`config.mk`:
```
export PLATFORM = sky130hd
export DESIGN_NAME = icfr_ram
export DESIGN_NICKNAME = d
export VERILOG_FILES = /design/src/rtl/core/icfr_ram.sv
export SDC_FILE = /design/constraint.sdc
export NUM_CORES = 1
export LEC_CHECK = 0
export ABC_AREA = 1
export BUFFER_PORTS_ARGS = -buffer_cell sky130_fd_sc_hd__buf_2
export CORE_UTILIZATION = 35
export DETAILED_ROUTE_END_ITERATION = 10
export PLACE_DENSITY = 0.6
export SLEW_MARGIN = 5
export SYNTH_ARGS = -nofsm -noshare
export SYNTH_HDL_FRONTEND = slang
export SYNTH_SLANG_ARGS = --single-unit
```
`constraint.sdc`:
```
create_clock -name clk -period 2.7 [get_ports clk]
set_input_delay 0.27 -clock clk [delete_from_list [all_inputs] [get_ports clk]]
set_output_delay 0.27 -clock clk [all_outputs]
set_load 0.1 [all_outputs]
```
`src/rtl/core/icfr_ram.sv`:
```
// ----------------------------------------------------------------------------
// icfr_ram: generic single-write, single-read RAM
// One write port and one read port with registered read data.
// ----------------------------------------------------------------------------
module icfr_ram #(
  parameter int WIDTH = 8,
  parameter int DEPTH = 64
) (
  input  logic                     clk,
  input  logic                     we,
  input  logic [$clog2(DEPTH)-1:0] waddr,
  input  logic [WIDTH-1:0]         wdata,
  input  logic [$clog2(DEPTH)-1:0] raddr,
  output logic [WIDTH-1:0]         rdata
);

  logic [WIDTH-1:0] mem [DEPTH];

  // Write port and registered read port.
  always_ff @(posedge clk) begin
    if (we) begin
      mem[waddr] <= wdata;
    end
    rdata <= mem[raddr];
  end

endmodule

```
---- Yosys cells after proc, flatten, opt, wreduce, memory -nomap -nowiden ----
Memories as Yosys holds them, arrays and structs flattened. A register that Yosys moved wholly into a read port is not among the register bits.
Cells that the tools add are included.
cells by class
  multiplexer cells ....................... 2
operator list
  kind               count
  two-way mux 1 bit  2
word-level totals
  bits in registers ....................... 0
  memory bits (writable) .................. 512
  input port bits ......................... 22
  output and inout port bits .............. 8
  word-level logic and storage cells ...... 3
  memories ................................ 1
memory list
  name  words  bits a word  rd ports  clocked after memory_dff  write ports  line  source
  mem   64     8            1         1                         1            17    logic [WIDTH-1:0] mem [DEPTH];

---- Depth between registers and ports, before layout ----
  word-level depth ........................ 2
  mapped depth ............................ 12
  depth with buffers taken out ............ 9

---- Least setup slack after synthesis ----
Ideal clock, no wire load.
  path type ............................... input port to flip-flop
  from .................................... input port we
  to ...................................... memory mem[48][0], enable pin
  setup time .............................. 395 ps
  arrival ................................. 1,641 ps
  required time ........................... 2,305 ps
  slack ................................... 664 ps
  cell stages on the path ................. 3
  path buffers ............................ 1
  path through ............................ clkbuf_1 > nand4_1 > nor4_1
on the way
  cells in the longest elaborated chain, start to end .. 2
RTL lines
  element                                  line  source
  from (decl)                              10    input logic we,
  two-way mux 1 bit                        21    if (we) begin
  two-way mux 1 bit (implied by the code)  22    mem[waddr] <= wdata;
  to (decl)                                17
No other way between the ends.

---- Worst setup path in the final report ----
  from .................................... register rdata[6], read port of mem
  to ...................................... output port rdata[6]
RTL lines
  element      line  source
  from (decl)  14    output logic [WIDTH-1:0] rdata
No word-level cell between the ends.

==> impl_metrics.yaml <==
placed_design:
  place_congestion: 0.8247
  place_inst: 2592
  io_buffers: 29
  hpwlAfterDp_mm: 33.15
cells_and_area:
  final_common_cell: "nand2_1"
  num-nets-final: 1886
  area_growth_pct: 13.25
  instances_no_fill: 2689
  fill_cells: 5648
  drive_gt1_share_pct: 10.35
  final_cell_mix: "nand2_1 (648), edfxtp_1 (512), nand3_1 (439)"
synthesis:
  ys_seq_area_share_pct: 72.80
  syn_area_um2: 21340
  syn_area_per_cell_um2: 11.82
  synth.distinct_cells: 16
  yosysWarningCount: 0
  syn_nets: 1827
  synth_cells: 1805
  ys_ff_latch: 520
power_and_ir_drop:
  cellLeakagePower_nw: 8.698
  power_switching_mw: 3.941
  powerDensity_nw_per_um2: 714.5
  power_switching_share_pct: 22.83
  power_mw: 17.27
  ir_worst_vdd_uv: 455.7
  comb_power_share_pct: 6.8
  seq_power_share_pct: 51.9
  p_clk_share_pct: 41.3
  internal-power_mw: 13.33
clocking:
  clock-sinks: 520
  tritoncts: "yes"
  hold_buffers: 0
  cts_buffers: 52
  cts_resized: 0
  cts-root-buf: "clkbuf_16"
  clock_path_buffers: 3
  clk_pin_slew_ns: 0.06
  htree_num_levels: 2
  cts_setup_buffers: 0
  insertion_delay_ns: 0.61
drt:
  avgViaCountPerCell: 5.174
  drc: 0
  avgRoutedWirePerCell_um: 20.55
  dr.pass1.iters: 5
  drt_first_iter_violations: 1203
  num_vias: 13910
  finalWirelength_mm: 55.25
  ant_nets: 0
global_routing:
  grt_overflow_total: 0
  first_global_vias: 13110
  antenna_found_initial: 3
  grt_usage_pct: 17.61
  grt_max_degree: 129
  grt_pass1_wl_mm: 82.48
timing:
  finalMaxSlewViolations: 0
  setup_viol: 0
  rsz0062_at_grt: "no"
  worst_pin_slew_ns: 1.119
  period_share_pct: 68.40
  final_hold_viol_count: 0
  setup_tns_ns: 0
  slew_headroom_pct: 25.43
  timing.fmax_mhz: 541.5
  fin_crit_ns: 1.847
  fin_skew_ns: 0.03287
min_path:
  hold_depth: 3
  min_path_type: "in -> reg"
floorplanning:
  die_h_um: 248.9
  dieWidth_um: 248.9
  coreArea_um2: 60250
  start_util_pct: 35.42
  rows: 90
  io_pins: 30
  dieArea_um2: 61960
worst_setup_path:
  cp_slowest_cell: "buf_2"
  cp.arrival_ns: 1.58
  worst-path-max-fanout: 1
  reg2reg_depth: 8
  slowest_delay_ns: 0.49
  crit_buf_inv: 1
  endpoint_kind: "output port"
  path_cells: "buf_2"
  crit_family: "buffers and inverters"
  startpoint_type: "flop"
  required_ns: 2.43
  path_depth: 1
  critical_path_class: "reg -> out"
run:
  cap_violations: 0
outcome:
  outcome: "finished, final reports clean"
-- through the flow --
stage | worst slack [ns] | hold WS, ns | area [um2] | utilization [%]
finish | 0.8531 | 0.05755 | 24170 | 40.11
floorplan | 0.6639 | 0.3689 | 21340 | -
global placement | 0.5011 | 0.6796 | 22490 | 37.33
global route | 0.8496 | 0.07110 | 24160 | 40.10
CTS | 0.8400 | 0.02345 | 24160 | 40.10
detailed placement | 0.4909 | 0.6777 | 22490 | 37.33
-- sequential cells by signal, summed over array words and instances (netlist names) --
register and count:
rdata 8, mem 512
-- worst paths after layout --
check	slack, ns	from	to
min	0.06	raddr[5]	rdata[7]$_DFF_P_
max reg2reg	1.25	mem[13][4]$_DFFE_PP_	rdata[4]$_DFF_P_
max	0.85	rdata[6]$_DFF_P_	rdata[6]
min reg2reg	0.81	mem[44][7]$_DFFE_PP_	rdata[7]$_DFF_P_
-- routing by layer --
| layer | global-route usage [%] | up-vias | wire length, um |
|---|---|---|---|
| met1 | 25.19 | 6831 | 24870 |
| met5 | 0 | - | 33 |
| met4 | 4.969 | 4 | 1178 |
| li1 | - | 6468 | - |
| met2 | 27.08 | 536 | 24900 |
| met3 | 3.626 | 75 | 4265 |
-- synth_stat cells --
| cell | instances | area, um2 |
|---|---|---|
| buf_4 | 14 | 105.1 |
| clkbuf_1 | 15 | 56.30 |
| edfxtp_1 | 512 | 15370 |
| nand3_1 | 439 | 2197 |
| buf_8 | 2 | 30.03 |
| nand2_1 | 648 | 2432 |
| nor4_1 | 8 | 50.05 |
| inv_2 | 1 | 3.750 |
| inv_1 | 10 | 37.54 |
| buf_1 | 10 | 37.54 |
| buf_2 | 37 | 185.2 |
| inv_6 | 1 | 8.760 |
| dfxtp_1 | 8 | 160.2 |
| buf_6 | 35 | 394.1 |
| nand4_1 | 9 | 56.30 |
| nor2_1 | 56 | 210.2 |
-- cell type report --
type	count	area (um2)	share of cell area, %
inverter	12	52.55	0.2175
antenna	3	7.507	0.03107
sequential	520	15530	64.28
tap	782	978.4	4.049
timing repair buffer	118	974.7	4.033
clock buffer	69	1438	5.949
multi-input combinational	1160	4946	20.47
clock inverter	25	234.0	0.9682
-- cells by family (layout without fill, tap and decap cells) --
family	after synthesis	in the layout	synth area share (%)
AND/OR/NAND/NOR	1160	1160	23.18
buffers and inverters	125	224	4.022
other	0	3	0
flip-flops	520	520	72.80
-- worst min-delay path, stage by stage --
cell	delay [ns]
buf_2	0.19
nand3_1	0.12
nand2_1	0.04
-- power groups by stage --
stage / clock network (mW) / logic [mW] / registers, mW
6_report: 7.12 / 1.18 / 8.96
5_1_grt: 7.52 / 1.28 / 8.96
4_1_cts: 7.25 / 1.18 / 8.96
3_5_place_dp: 0 / 1.18 / 9.13
3_3_place_gp: 0 / 1.17 / 9.13
2_1_floorplan: 0 / 0.628 / 9.24
No activity file was read; power rests on OpenSTA's default activity.
